==> config.mk <==
export PLATFORM = sky130hd
export DESIGN_NAME = tile_mosaic_layout_address
export DESIGN_NICKNAME = d
export VERILOG_FILES = /design/src/design/tmla_pkg.sv /design/src/design/tile_mosaic_layout_address.sv
export SDC_FILE = /design/constraint.sdc
export NUM_CORES = 2
export LEC_CHECK = 0
export BUFFER_PORTS_ARGS = -buffer_cell sky130_fd_sc_hd__buf_2
export CAP_MARGIN = 0
export CORE_ASPECT_RATIO = 1.4
export CORE_MARGIN = 1
export CORE_UTILIZATION = 35
export DETAILED_ROUTE_END_ITERATION = 6
export PLACE_DENSITY = 0.51
export SLEW_MARGIN = 30
export SYNTH_ARGS = -nofsm -noshare
export SYNTH_HDL_FRONTEND = slang
export SYNTH_SLANG_ARGS = --single-unit
==> constraint.sdc <==
create_clock -name clk_i -period 23 [get_ports clk_i]
set_input_delay 2.3 -clock clk_i [delete_from_list [all_inputs] [get_ports clk_i]]
set_output_delay 2.3 -clock clk_i [all_outputs]
set_load 0.03 [all_outputs]
==> src/design/tmla_pkg.sv <==
`timescale 1ns / 1ps
// shared types and constants for the tile mosaic layout address block
// no dependencies; imported by the top level and its checker

package tmla_pkg;

  localparam int unsigned AddrW    = 5;   // eight 32-bit registers
  localparam int unsigned DivW     = 36;  // shared divider operand width
  localparam int unsigned DivCntW  = 6;   // holds DivW
  localparam int unsigned MulAW    = 20;
  localparam int unsigned MulBW    = 16;
  localparam int unsigned MaxTiles = 64;
  localparam int unsigned CtuSize  = 64;
  localparam int unsigned CtuShift = $clog2(CtuSize);

  typedef enum logic [1:0] {
    ErrNone     = 2'd0,
    ErrNoTiles  = 2'd1,
    ErrBadCount = 2'd2,
    ErrTooLarge = 2'd3
  } tmla_err_e;

  typedef enum logic [2:0] {
    RegHrCount = 3'd0,
    RegLrCount = 3'd1,
    RegHrSize  = 3'd2,
    RegLrSize  = 3'd3,
    RegHrRows  = 3'd4,
    RegHrCols  = 3'd5,
    RegLrRows  = 3'd6,
    RegLrCols  = 3'd7
  } tmla_reg_e;

endpackage

==> src/design/tile_mosaic_layout_address.sv <==
`timescale 1ns / 1ps
// tile mosaic layout address: plans a merged hr/lr tile picture and answers
// per-index address queries; depends on tmla_pkg
//
// usage
// - configuration goes through the apb port: eight registers at byte
//   addresses 0x00..0x1c (tile counts, tile sizes, optional tile grids);
//   pready is always high, reads return the stored value
// - a query item is taken when start is high and busy is low; busy then
//   stays high until the result has been shown
// - the result is shown for exactly one cycle with result_valid_o high;
//   the receiver cannot stall, so nothing is held back or queued
// - divisions, modulos and gcd steps run on one shared restoring divider,
//   36 bits, one quotient bit a cycle; each division runs as an issue,
//   36 steps and a hand-over; the /ctu scalings are shifts and the
//   shared 20x16 multiplier is combinational
// - an error found in the early checks gives the result in the cycle after
//   the item is taken; a given single-resolution grid needs at most one
//   division, a given mixed grid at most four; a computed layout adds the
//   square root and the divisor search (up to eight divisions), and a
//   mixed one two euclid gcd runs (up to ~24 steps on 16-bit heights)
// - one item at a time: the next item can be taken at the end of the cycle
//   after the result
// - reset clears the configuration registers and returns the sequencer to idle

module tile_mosaic_layout_address (
  input  logic                        clk_i,
  input  logic                        rst_ni,
  input  logic                        psel,
  input  logic                        penable,
  input  logic                        pwrite,
  input  logic [tmla_pkg::AddrW-1:0]  paddr,
  input  logic [31:0]                 pwdata,
  output logic [31:0]                 prdata,
  output logic                        pready,
  input  logic                        start,
  output logic                        busy,
  input  logic [6:0]                  query_index_i,
  output logic                        result_valid_o,
  output logic [19:0]                 tile_address_o,
  output logic                        tile_in_range_o,
  output logic                        first_tile_o,
  output logic [9:0]                  column_width_ctus_o,
  output logic                        column_in_range_o,
  output logic [15:0]                 merged_width_o,
  output logic [15:0]                 merged_height_o,
  output logic [7:0]                  num_columns_o,
  output logic [1:0]                  error_code_o
);
  import tmla_pkg::*;

  typedef enum logic [27:0] {
    StIdle    = 28'h0000001,
    StGcd     = 28'h0000002,
    StLcmDiv  = 28'h0000004,
    StLcmMul  = 28'h0000008,
    StSqrt    = 28'h0000010,
    StStep    = 28'h0000020,
    StXDiv    = 28'h0000040,
    StHgtMul  = 28'h0000080,
    StChk     = 28'h0000100,
    StLrrDiv  = 28'h0000200,
    StHrcDiv  = 28'h0000400,
    StLrcDiv  = 28'h0000800,
    StPwMul1  = 28'h0001000,
    StPwMul2  = 28'h0002000,
    StFinW    = 28'h0004000,
    StFinH    = 28'h0008000,
    StChk3    = 28'h0010000,
    StADiv    = 28'h0020000,
    StAMul1   = 28'h0040000,
    StADiv1   = 28'h0080000,
    StAMul2   = 28'h0100000,
    StADiv2   = 28'h0200000,
    StAMul3   = 28'h0400000,
    StADiv3   = 28'h0800000,
    StAMul4   = 28'h1000000,
    StADiv4   = 28'h2000000,
    StCwDiv   = 28'h4000000,
    StOut     = 28'h8000000
  } tmla_state_e;

  // configuration registers
  logic [6:0]  hr_cnt_q, lr_cnt_q, hr_rows_cfg_q, hr_cols_cfg_q, lr_rows_cfg_q, lr_cols_cfg_q;
  logic [31:0] hr_size_q, lr_size_q;
  logic [15:0] hw, hh, lw, lh;
  logic        cfg_wr;
  tmla_reg_e   cfg_idx;

  // sequencer and working registers
  tmla_state_e       state_q, state_d;
  logic              issued_q, issued_d;
  logic [6:0]        q_q, q_d;
  tmla_err_e         err_q, err_d;
  logic              mixed_q, mixed_d, hrside_q, hrside_d, ceil_q, ceil_d, lcm2_q, lcm2_d;
  logic [6:0]        sqn_q, sqn_d;
  logic [3:0]        r_q, r_d;
  logic [15:0]       ga_q, ga_d, gb_q, gb_d;
  logic [DivW-1:0]   tmp_q, tmp_d, lr_rows_q, lr_rows_d, ph_q, ph_d, prod_q, prod_d;
  logic [DivW-1:0]   acc_q, acc_d;
  logic [MulAW-1:0]  hc_q, hc_d;
  logic [6:0]        hr_cols_q, hr_cols_d, lr_cols_q, lr_cols_d, qt_q, qt_d, rm_q, rm_d;
  logic [23:0]       pw_q, pw_d;
  logic              tin_q, tin_d, hrsel_q, hrsel_d;
  logic [9:0]        cw_q, cw_d;

  // shared divider
  logic [DivW-1:0]    dv_rem_q, dv_rem_d, dv_quo_q, dv_quo_d, dv_den_q, dv_den_d;
  logic [DivCntW-1:0] dv_cnt_q, dv_cnt_d;
  logic               dv_run_q, dv_run_d, dv_done_q, dv_done_d;
  logic [DivW:0]      dv_trial;
  logic               dv_ge;
  logic               div_req;
  logic [DivW-1:0]    div_a, div_b;

  // shared multiplier
  logic [MulAW-1:0]       mul_a;
  logic [MulBW-1:0]       mul_b;
  logic [MulAW+MulBW-1:0] mul_p;

  logic [3:0]  sq_t;
  logic [7:0]  cols;
  logic [7:0]  tot_cnt;
  logic [6:0]  idx_i;
  logic        ok;

  assign hw = hr_size_q[15:0];
  assign hh = hr_size_q[31:16];
  assign lw = lr_size_q[15:0];
  assign lh = lr_size_q[31:16];

  // ---------------------------------------------------------------- apb
  assign pready  = 1'b1;
  assign cfg_wr  = psel & penable & pwrite;
  assign cfg_idx = tmla_reg_e'(paddr[AddrW-1:2]);

  always_comb begin
    case (cfg_idx)
      RegHrCount: prdata = {25'd0, hr_cnt_q};
      RegLrCount: prdata = {25'd0, lr_cnt_q};
      RegHrSize:  prdata = hr_size_q;
      RegLrSize:  prdata = lr_size_q;
      RegHrRows:  prdata = {25'd0, hr_rows_cfg_q};
      RegHrCols:  prdata = {25'd0, hr_cols_cfg_q};
      RegLrRows:  prdata = {25'd0, lr_rows_cfg_q};
      RegLrCols:  prdata = {25'd0, lr_cols_cfg_q};
      default:    prdata = 32'd0;
    endcase
  end

  always_ff @(posedge clk_i or negedge rst_ni) begin
    if (!rst_ni) begin
      hr_cnt_q      <= '0;
      lr_cnt_q      <= '0;
      hr_size_q     <= '0;
      lr_size_q     <= '0;
      hr_rows_cfg_q <= '0;
      hr_cols_cfg_q <= '0;
      lr_rows_cfg_q <= '0;
      lr_cols_cfg_q <= '0;
    end else if (cfg_wr) begin
      case (cfg_idx)
        RegHrCount: hr_cnt_q      <= pwdata[6:0];
        RegLrCount: lr_cnt_q      <= pwdata[6:0];
        RegHrSize:  hr_size_q     <= pwdata;
        RegLrSize:  lr_size_q     <= pwdata;
        RegHrRows:  hr_rows_cfg_q <= pwdata[6:0];
        RegHrCols:  hr_cols_cfg_q <= pwdata[6:0];
        RegLrRows:  lr_rows_cfg_q <= pwdata[6:0];
        RegLrCols:  lr_cols_cfg_q <= pwdata[6:0];
        default: ;
      endcase
    end
  end

  // ---------------------------------------------------------- datapath
  assign mul_p   = mul_a * mul_b;
  assign sq_t    = ceil_q ? r_q : r_q + 4'd1;
  assign cols    = {1'b0, hr_cols_q} + {1'b0, lr_cols_q};
  assign tot_cnt = {1'b0, hr_cnt_q} + {1'b0, lr_cnt_q};
  assign idx_i   = hrsel_q ? q_q : q_q - hr_cnt_q;
  assign dv_trial = {dv_rem_q, dv_quo_q[DivW-1]};
  assign dv_ge    = dv_trial >= {1'b0, dv_den_q};

  always_comb begin
    state_d   = state_q;
    issued_d  = issued_q;
    q_d       = q_q;
    err_d     = err_q;
    mixed_d   = mixed_q;
    hrside_d  = hrside_q;
    ceil_d    = ceil_q;
    lcm2_d    = lcm2_q;
    sqn_d     = sqn_q;
    r_d       = r_q;
    ga_d      = ga_q;
    gb_d      = gb_q;
    tmp_d     = tmp_q;
    lr_rows_d = lr_rows_q;
    ph_d      = ph_q;
    prod_d    = prod_q;
    acc_d     = acc_q;
    hc_d      = hc_q;
    hr_cols_d = hr_cols_q;
    lr_cols_d = lr_cols_q;
    qt_d      = qt_q;
    rm_d      = rm_q;
    pw_d      = pw_q;
    tin_d     = tin_q;
    hrsel_d   = hrsel_q;
    cw_d      = cw_q;
    div_req   = 1'b0;
    div_a     = '0;
    div_b     = '0;
    mul_a     = '0;
    mul_b     = '0;

    case (state_q)
      StIdle: begin
        if (start) begin
          q_d       = query_index_i;
          err_d     = ErrNone;
          issued_d  = 1'b0;
          hr_cols_d = '0;
          lr_cols_d = '0;
          acc_d     = '0;
          cw_d      = '0;
          tin_d     = 1'b0;
          pw_d      = '0;
          ph_d      = '0;
          mixed_d   = 1'b0;
          hrside_d  = hr_cnt_q != 7'd0;
          r_d       = '0;
          ceil_d    = 1'b0;
          lcm2_d    = 1'b0;
          sqn_d     = (hr_cnt_q != 7'd0) ? hr_cnt_q : lr_cnt_q;
          if (hr_cnt_q == 7'd0 && lr_cnt_q == 7'd0) begin
            err_d   = ErrNoTiles;
            state_d = StOut;
          end else if ({2'b0, hr_cnt_q} > 9'(MaxTiles) || {2'b0, lr_cnt_q} > 9'(MaxTiles)) begin
            err_d   = ErrBadCount;
            state_d = StOut;
          end else if (hr_cnt_q != 7'd0 && hr_rows_cfg_q != 7'd0 && hr_cols_cfg_q == 7'd0) begin
            err_d   = ErrBadCount;
            state_d = StOut;
          end else if (hr_cnt_q != 7'd0 && lr_cnt_q != 7'd0) begin
            mixed_d = 1'b1;
            if (hr_rows_cfg_q == 7'd0) begin
              if (hh == 16'd0 || lh == 16'd0) begin
                err_d   = ErrBadCount;
                state_d = StOut;
              end else begin
                ga_d    = hh;
                gb_d    = lh;
                state_d = StGcd;
              end
            end else begin
              hc_d    = {13'd0, hr_rows_cfg_q};
              state_d = StHgtMul;
            end
          end else if (hr_cnt_q != 7'd0) begin
            if (hr_rows_cfg_q == 7'd0) begin
              state_d = StSqrt;
            end else begin
              hc_d      = {13'd0, hr_rows_cfg_q};
              hr_cols_d = hr_cols_cfg_q;
              state_d   = StFinW;
            end
          end else begin
            if (lr_rows_cfg_q == 7'd0) begin
              state_d = StSqrt;
            end else if (lr_cols_cfg_q == 7'd0) begin
              err_d   = ErrBadCount;
              state_d = StOut;
            end else begin
              lr_rows_d = {29'd0, lr_rows_cfg_q};
              lr_cols_d = lr_cols_cfg_q;
              state_d   = StFinW;
            end
          end
        end
      end

      // euclid: g ends in ga
      StGcd: begin
        if (gb_q == 16'd0) begin
          state_d = StLcmDiv;
        end else begin
          div_req = 1'b1;
          div_a   = DivW'(ga_q);
          div_b   = DivW'(gb_q);
          if (dv_done_q) begin
            ga_d     = gb_q;
            gb_d     = dv_rem_q[15:0];
            issued_d = 1'b0;
          end
        end
      end

      StLcmDiv: begin
        div_req = 1'b1;
        div_a   = lcm2_q ? tmp_q : DivW'(hh);
        div_b   = DivW'(ga_q);
        if (dv_done_q) begin
          prod_d   = dv_quo_q;
          issued_d = 1'b0;
          state_d  = StLcmMul;
        end
      end

      StLcmMul: begin
        mul_a = prod_q[MulAW-1:0];
        mul_b = lcm2_q ? {12'd0, r_q} : lh;
        if (lcm2_q) begin
          hc_d    = mul_p[MulAW-1:0];
          state_d = StHgtMul;
        end else begin
          tmp_d   = mul_p;
          r_d     = '0;
          ceil_d  = 1'b1;
          sqn_d   = hr_cnt_q;
          state_d = StSqrt;
        end
      end

      // integer square root by counting up, one candidate a cycle
      StSqrt: begin
        mul_a = {16'd0, sq_t};
        mul_b = {12'd0, sq_t};
        if (ceil_q ? (mul_p < 36'(sqn_q)) : (mul_p <= 36'(sqn_q))) begin
          r_d = r_q + 4'd1;
        end else begin
          state_d = StStep;
        end
      end

      // step rows down to a divisor of the count
      StStep: begin
        if (r_q == 4'd0) begin
          state_d = mixed_q ? StXDiv : StFinW;
        end else begin
          div_req = 1'b1;
          div_a   = DivW'(sqn_q);
          div_b   = DivW'(r_q);
          if (dv_done_q) begin
            issued_d = 1'b0;
            if (dv_rem_q != '0) begin
              r_d = r_q - 4'd1;
            end else if (mixed_q) begin
              state_d = StXDiv;
            end else if (hrside_q) begin
              hc_d      = MulAW'(r_q);
              hr_cols_d = dv_quo_q[6:0];
              state_d   = StFinW;
            end else begin
              lr_rows_d = DivW'(r_q);
              lr_cols_d = dv_quo_q[6:0];
              state_d   = StFinW;
            end
          end
        end
      end

      StXDiv: begin
        div_req = 1'b1;
        div_a   = tmp_q;
        div_b   = DivW'(hh);
        if (dv_done_q) begin
          issued_d = 1'b0;
          tmp_d    = dv_quo_q;
          ga_d     = dv_quo_q[15:0];
          gb_d     = {12'd0, r_q};
          lcm2_d   = 1'b1;
          state_d  = StGcd;
        end
      end

      StHgtMul: begin
        mul_a   = hc_q;
        mul_b   = hh;
        tmp_d   = mul_p;
        state_d = StChk;
      end

      StChk: begin
        if (tmp_q == '0 || hc_q == '0 || lh == 16'd0) begin
          err_d   = ErrBadCount;
          state_d = StOut;
        end else begin
          state_d = StLrrDiv;
        end
      end

      StLrrDiv: begin
        div_req = 1'b1;
        div_a   = tmp_q;
        div_b   = DivW'(lh);
        if (dv_done_q) begin
          issued_d = 1'b0;
          if (dv_rem_q != '0) begin
            err_d   = ErrBadCount;
            state_d = StOut;
          end else begin
            lr_rows_d = dv_quo_q;
            state_d   = StHrcDiv;
          end
        end
      end

      StHrcDiv: begin
        div_req = 1'b1;
        div_a   = DivW'(hr_cnt_q);
        div_b   = DivW'(hc_q);
        if (dv_done_q) begin
          issued_d = 1'b0;
          if (dv_rem_q != '0) begin
            err_d   = ErrBadCount;
            state_d = StOut;
          end else begin
            hr_cols_d = dv_quo_q[6:0];
            state_d   = StLrcDiv;
          end
        end
      end

      // leftover lr column rounds up
      StLrcDiv: begin
        div_req = 1'b1;
        div_a   = DivW'(lr_cnt_q);
        div_b   = lr_rows_q;
        if (dv_done_q) begin
          issued_d  = 1'b0;
          lr_cols_d = dv_quo_q[6:0] + ((dv_rem_q != '0) ? 7'd1 : 7'd0);
          ph_d      = tmp_q;
          state_d   = StPwMul1;
        end
      end

      StPwMul1: begin
        mul_a   = MulAW'(hr_cols_q);
        mul_b   = hw;
        pw_d    = mul_p[23:0];
        state_d = StPwMul2;
      end

      StPwMul2: begin
        mul_a   = MulAW'(lr_cols_q);
        mul_b   = lw;
        pw_d    = pw_q + mul_p[23:0];
        state_d = StChk3;
      end

      StFinW: begin
        mul_a   = MulAW'(hrside_q ? hr_cols_q : lr_cols_q);
        mul_b   = hrside_q ? hw : lw;
        pw_d    = mul_p[23:0];
        state_d = StFinH;
      end

      StFinH: begin
        mul_a   = hrside_q ? hc_q : lr_rows_q[MulAW-1:0];
        mul_b   = hrside_q ? hh : lh;
        ph_d    = mul_p;
        state_d = StChk3;
      end

      StChk3: begin
        if (pw_q > 24'h00FFFF || ph_q > 36'h00000FFFF || cols > 8'd128) begin
          err_d   = ErrTooLarge;
          state_d = StOut;
        end else if ({1'b0, q_q} < tot_cnt) begin
          tin_d   = 1'b1;
          hrsel_d = q_q < hr_cnt_q;
          state_d = StADiv;
        end else begin
          state_d = StCwDiv;
        end
      end

      // address: (i % rows) * th / ctu * pw / ctu + (i / rows) * tw / ctu + xoff
      StADiv: begin
        div_req = 1'b1;
        div_a   = DivW'(idx_i);
        div_b   = hrsel_q ? DivW'(hc_q) : lr_rows_q;
        if (dv_done_q) begin
          issued_d = 1'b0;
          qt_d     = dv_quo_q[6:0];
          rm_d     = dv_rem_q[6:0];
          state_d  = StAMul1;
        end
      end

      StAMul1: begin
        mul_a   = MulAW'(rm_q);
        mul_b   = hrsel_q ? hh : lh;
        prod_d  = mul_p;
        state_d = StADiv1;
      end

      // ctu scalings are plain shifts
      StADiv1: begin
        prod_d  = prod_q >> CtuShift;
        state_d = StAMul2;
      end

      StAMul2: begin
        mul_a   = prod_q[MulAW-1:0];
        mul_b   = pw_q[15:0];
        prod_d  = mul_p;
        state_d = StADiv2;
      end

      StADiv2: begin
        acc_d   = prod_q >> CtuShift;
        state_d = StAMul3;
      end

      StAMul3: begin
        mul_a   = MulAW'(qt_q);
        mul_b   = hrsel_q ? hw : lw;
        prod_d  = mul_p;
        state_d = StADiv3;
      end

      StADiv3: begin
        acc_d   = acc_q + (prod_q >> CtuShift);
        state_d = hrsel_q ? StCwDiv : StAMul4;
      end

      // lr tiles sit right of the hr columns
      StAMul4: begin
        mul_a   = MulAW'(hr_cols_q);
        mul_b   = hw;
        prod_d  = mul_p;
        state_d = StADiv4;
      end

      StADiv4: begin
        acc_d   = acc_q + (prod_q >> CtuShift);
        state_d = StCwDiv;
      end

      // a 16-bit width over the ctu size always fits ten bits
      StCwDiv: begin
        if ({1'b0, q_q} < cols) begin
          cw_d = 10'(((q_q < hr_cols_q) ? hw : lw) >> CtuShift);
        end
        state_d = StOut;
      end

      StOut: begin
        state_d = StIdle;
      end

      default: begin
        state_d = StIdle;
      end
    endcase

    if (div_req && !issued_q) begin
      issued_d = 1'b1;
    end
  end

  // shared restoring divider, one quotient bit a cycle
  always_comb begin
    dv_rem_d  = dv_rem_q;
    dv_quo_d  = dv_quo_q;
    dv_den_d  = dv_den_q;
    dv_cnt_d  = dv_cnt_q;
    dv_run_d  = dv_run_q;
    dv_done_d = 1'b0;
    if (div_req && !issued_q) begin
      dv_rem_d = '0;
      dv_quo_d = div_a;
      dv_den_d = div_b;
      dv_cnt_d = DivCntW'(DivW);
      dv_run_d = 1'b1;
    end else if (dv_run_q) begin
      dv_rem_d = dv_ge ? DivW'(dv_trial - {1'b0, dv_den_q}) : dv_trial[DivW-1:0];
      dv_quo_d = {dv_quo_q[DivW-2:0], dv_ge};
      dv_cnt_d = dv_cnt_q - DivCntW'(1);
      if (dv_cnt_q == DivCntW'(1)) begin
        dv_run_d  = 1'b0;
        dv_done_d = 1'b1;
      end
    end
  end

  always_ff @(posedge clk_i or negedge rst_ni) begin
    if (!rst_ni) begin
      state_q   <= StIdle;
      issued_q  <= 1'b0;
      dv_run_q  <= 1'b0;
      dv_done_q <= 1'b0;
      dv_cnt_q  <= '0;
    end else begin
      state_q   <= state_d;
      issued_q  <= issued_d;
      dv_run_q  <= dv_run_d;
      dv_done_q <= dv_done_d;
      dv_cnt_q  <= dv_cnt_d;
    end
  end

  always_ff @(posedge clk_i) begin
    q_q       <= q_d;
    err_q     <= err_d;
    mixed_q   <= mixed_d;
    hrside_q  <= hrside_d;
    ceil_q    <= ceil_d;
    lcm2_q    <= lcm2_d;
    sqn_q     <= sqn_d;
    r_q       <= r_d;
    ga_q      <= ga_d;
    gb_q      <= gb_d;
    tmp_q     <= tmp_d;
    lr_rows_q <= lr_rows_d;
    ph_q      <= ph_d;
    prod_q    <= prod_d;
    acc_q     <= acc_d;
    hc_q      <= hc_d;
    hr_cols_q <= hr_cols_d;
    lr_cols_q <= lr_cols_d;
    qt_q      <= qt_d;
    rm_q      <= rm_d;
    pw_q      <= pw_d;
    tin_q     <= tin_d;
    hrsel_q   <= hrsel_d;
    cw_q      <= cw_d;
    dv_rem_q  <= dv_rem_d;
    dv_quo_q  <= dv_quo_d;
    dv_den_q  <= dv_den_d;
  end

  // ----------------------------------------------------------- results
  // any error clears every field but the error code
  assign ok                  = err_q == ErrNone;
  assign busy                = state_q != StIdle;
  assign result_valid_o      = state_q == StOut;
  assign error_code_o        = err_q;
  assign tile_in_range_o     = ok & tin_q;
  assign tile_address_o      = !(ok && tin_q) ? 20'd0 :
                               (acc_q > 36'h0000FFFFF) ? 20'hFFFFF : acc_q[19:0];
  assign first_tile_o        = ok & (q_q == 7'd0);
  assign column_in_range_o   = ok & ({1'b0, q_q} < cols);
  assign column_width_ctus_o = ok ? cw_q : 10'd0;
  assign merged_width_o      = ok ? pw_q[15:0] : 16'd0;
  assign merged_height_o     = ok ? ph_q[15:0] : 16'd0;
  assign num_columns_o       = ok ? cols : 8'd0;

endmodule

==> results.md <==
* GRT Resource Usage Total at 0.2639
* Worst Max-Slew Pin Slew at 1.080 ns
* Minimum setup slack after placement at 10.29 ns
* Via count of the first global-routing pass at 36,220
* Average size of a mapped cell at 9.630 um^2
* Final-report setup violation count at 0
* Final total power at 0.004872 W
* Postcts setup bufs at 0
* Setup_tns at 0 ns
* Worst hold path class: flip-flop to flip-flop
* Cts-stage hold buffer count at 0
* Cts repair resizes at 0
* Outcome: finished clean
* Headroom to the max-slew limit at 0.2749
* Max Fclk at 78.14 MHz
* Maximum capacitance violations at 0
* TritonCTS clock tree: built
* Synth Cell Area at 0.04418 mm^2
* Area of the die at 0.1277 mm^2
* Unrepaired setup endpoints after global routing: false
* Commonest cells after routing, fill and taps aside: 615 x nand2_1, 394 x inv_1, 392 x nor2_1, 392 x edfxtp_1, 256 x fa_1
* Compound-cell area share of the yosys netlist at 0.1612
* Total core area at 0.1246 mm^2
* Layout overhead on the synthesized area at 11.31%
* Mux contribution to synthesized area at 0.03769
* Detailed-route via count at 36,720
* Launch point of the worst reg-to-reg path: state_q[5]
* Seq/Total Area, Yosys at 0.3638
* Number of warning messages in the yosys log at 0
* Peak supply drop at 0.1043 mV
* Ports at 160
* Largest fanout on the critical path at 25
* Violation count after the first detailed-route iteration at 3,418
* Clock buffers created by TritonCTS at 68
* Leakage power of the design at 20.98 nW
* Routed via count divided by cell count at 5.795
* Number of levels the H-tree was split into at 3
* Cell Rows at 153
* Number of standard cells after synthesis at 4,588
* Hold Vio Cnt, Final at 0
* Final net count at 5,212
* Number of design rule violations left after detail routing at 0
* Post-layout min period at 12.80 ns
* Crit-path most repeated cell: fa_1
* Critical path startpoint category: flip-flop
* Layout cell share with drive strength beyond 1 at 0.1255
* Clk_skew at 0.06125 ns
* Max Slew Vio Count at 0
* Async set-reset flop share out of synthesis at 0.2504
* Required time of the critical path at 23.28 ns
* Kind of end point of the critical path: flip-flop
* Crit Path Class: flip-flop to flip-flop
* Final antenna-violating net count at 0
* Final cycle utilization of the critical path at 0.5564
* HPWL after detailed placement at 129,200 um
* Port buffer count at 156
* Pin count of the biggest net entering global routing at 88
* Root buffer cell: clkbuf_16
* Die Span Y at 422.4 um
* Fraction of synthesized cell area in xor and xnor cells at 0.02724
* Slowest-stage cell, CP: o22ai_1
* Crit path DAT at 13.07 ns
* Total power per unit cell area at 99.07 mW/mm^2
* Origin of the worst setup path: state_q[5]
* Routed length per placed instance at 26.83 um
* Post-Synthesis Net Count at 5,143
* Clock tree sinks at 571
* Adder and majority gate portion of the synthesized area at 0.1865
* CTS Buffer Depth at 3
* Delay of the slowest critical-path stage at 0.97 ns
* Simple-gate share of the synthesized area at 0.1655
* Number of antenna violations at the first check in global routing at 5
* Weighted congestion at the end of routability-driven global placement at 0.9234
* Post-synth EDFFs at 392
* Clock slew at reported path FFs at 0.06 ns
* Clock latency of the later-clocked register in the worst-skew pair at 0.67 ns
* Unique masters post-synth at 113
* Register-to-register setup slack at 10.20 ns
* Startpoint of the most critical hold path: lr_rows_q[35]
* Number of synthesized register bits at 571
* Number of optimization iterations in the first detailed-route pass at 6
* Starting Density at 0.3545
* Global-route wire length before repair at 247,700 um
* Total wirelength of the detailed-routed design at 170,000 um
* Dominant combinational cell family by area after synthesis: adder cells
* Dominant synthesized flop cell: edfxtp_1
* Total global routing overflow at 0
* Leading cell type in the layout, fill and taps excluded: nand2_1
* Width of the die at 302.3 um
* Fillers at 12,400
* Worst Slack Setup Final at 10.20 ns
through the flow:
stage                     instances  cell area (um^2)  hold WS [ns]  utilization
final                          6337             49180        0.5183       0.3946
after global routing           6336             49170        0.5438       0.3946
after CTS                      6335             49130        0.5210       0.3943
after detailed placement       6213             46860        0.5069       0.3761
after global placement         6210             46810        0.5010       0.3756
after floorplan                4588             44180        0.4244            -
cell usage after synthesis, types with 16 or more instances:
cell | count | share of area
a21oi_1 | 174 | 0.020
xor2_1 | 58 | 0.011
o21a_1 | 42 | 0.0071
a211oi_1 | 46 | 0.0078
mux2_2 | 115 | 0.029
a21o_1 | 79 | 0.013
and3_1 | 26 | 0.0037
nand4_1 | 35 | 0.0050
nor2b_1 | 30 | 0.0042
nor3_1 | 45 | 0.0051
ha_1 | 249 | 0.071
a221oi_1 | 22 | 0.0044
nand2_1 | 615 | 0.052
nand3_1 | 99 | 0.011
o21bai_1 | 26 | 0.0044
a22o_1 | 57 | 0.011
nor4_1 | 62 | 0.0088
a31oi_1 | 24 | 0.0034
buf_1 | 24 | 0.0020
dfrtp_1 | 142 | 0.080
fa_1 | 256 | 0.12
buf_2 | 47 | 0.0053
o22ai_1 | 26 | 0.0037
a221o_1 | 35 | 0.0079
inv_1 | 395 | 0.034
a22oi_1 | 95 | 0.016
edfxtp_1 | 392 | 0.27
o211ai_1 | 34 | 0.0058
dfxtp_1 | 36 | 0.016
mux2i_1 | 16 | 0.0036
a222oi_1 | 32 | 0.0072
nand2b_1 | 34 | 0.0048
xnor2_1 | 72 | 0.014
nor2_1 | 399 | 0.034
clkbuf_1 | 164 | 0.014
o21ai_0 | 211 | 0.024
and2_1 | 118 | 0.017
cells by family after synthesis:
group / count (synthesis)
AO/OA/AOI/OAI: 1016
flip-flops: 571
other: 1
buffers and inverters: 650
adder cells (fa/ha/maj): 505
multiplexers: 141
XOR/XNOR: 134
AND/OR/NAND/NOR: 1570
worst paths after layout:
path,depth (start not counted),end
setup / recovery,31,r_q[1]
hold / removal,1,dv_den_q[35]
min in group asynchronous,1,lr_size_q[1]
max in group asynchronous,2,dv_run_q
setup reg to reg,31,r_q[1]
hold reg to reg,1,dv_den_q[35]
where the power goes:
part           internal (W)  leakage (nW)  switching, W  total (W)
clock              0.000646          1.12      0.000483    0.00113
combinational      0.000686          14.0       0.00116    0.00185
sequential          0.00147          5.89      0.000423    0.00189
total               0.00280          21.0       0.00207    0.00487
layout make-up:
cell class                 count  area (um^2)  share of cell area
tap                         1627         2036             0.04140
antenna                        1        2.502          0.00005089
clock inverter                37        420.4            0.008549
clock buffer                  85         1848             0.03758
inverter                     400         1503             0.03056
multi-input combinational   3367        25780              0.5243
timing repair buffer         249         1513             0.03076
sequential                   571        16070              0.3268
critical path: cells and delay by family, from the launching register on:
| family | cells | cell delay, ns |
|---|---|---|
| AOI/OAI and AO/OA | 12 | 4.64 |
| xor gates and xnor gates | 1 | 0.47 |
| adders and majority gates | 7 | 3.53 |
| buffers and inverters | 3 | 0.18 |
| DFF | 1 | 0.45 |
| and+or+nand+nor | 8 | 3.10 |
state kept, by name, summed over array words and instances, names as in the netlist, 10 cells and up:
signal,cells
acc_q,36
hc_q,20
dv_rem_q,36
ph_q,36
lr_size_q,32
tmp_q,36
pw_q,24
dv_quo_q,36
dv_den_q,36
cw_q,10
state_q,28
ga_q,16
lr_rows_q,36
hr_size_q,32
prod_q,36
gb_q,16
per-layer routing:
layer / up-vias / track usage / share of wire
met5: - / 0 / 0.000076
met3: 436 / 0.03564 / 0.070
met2: 1635 / 0.4355 / 0.48
li1: 16360 / - / -
met4: 2 / 0.1479 / 0.065
met1: 18280 / 0.3301 / 0.39
Power figures use the tool's default switching activity.
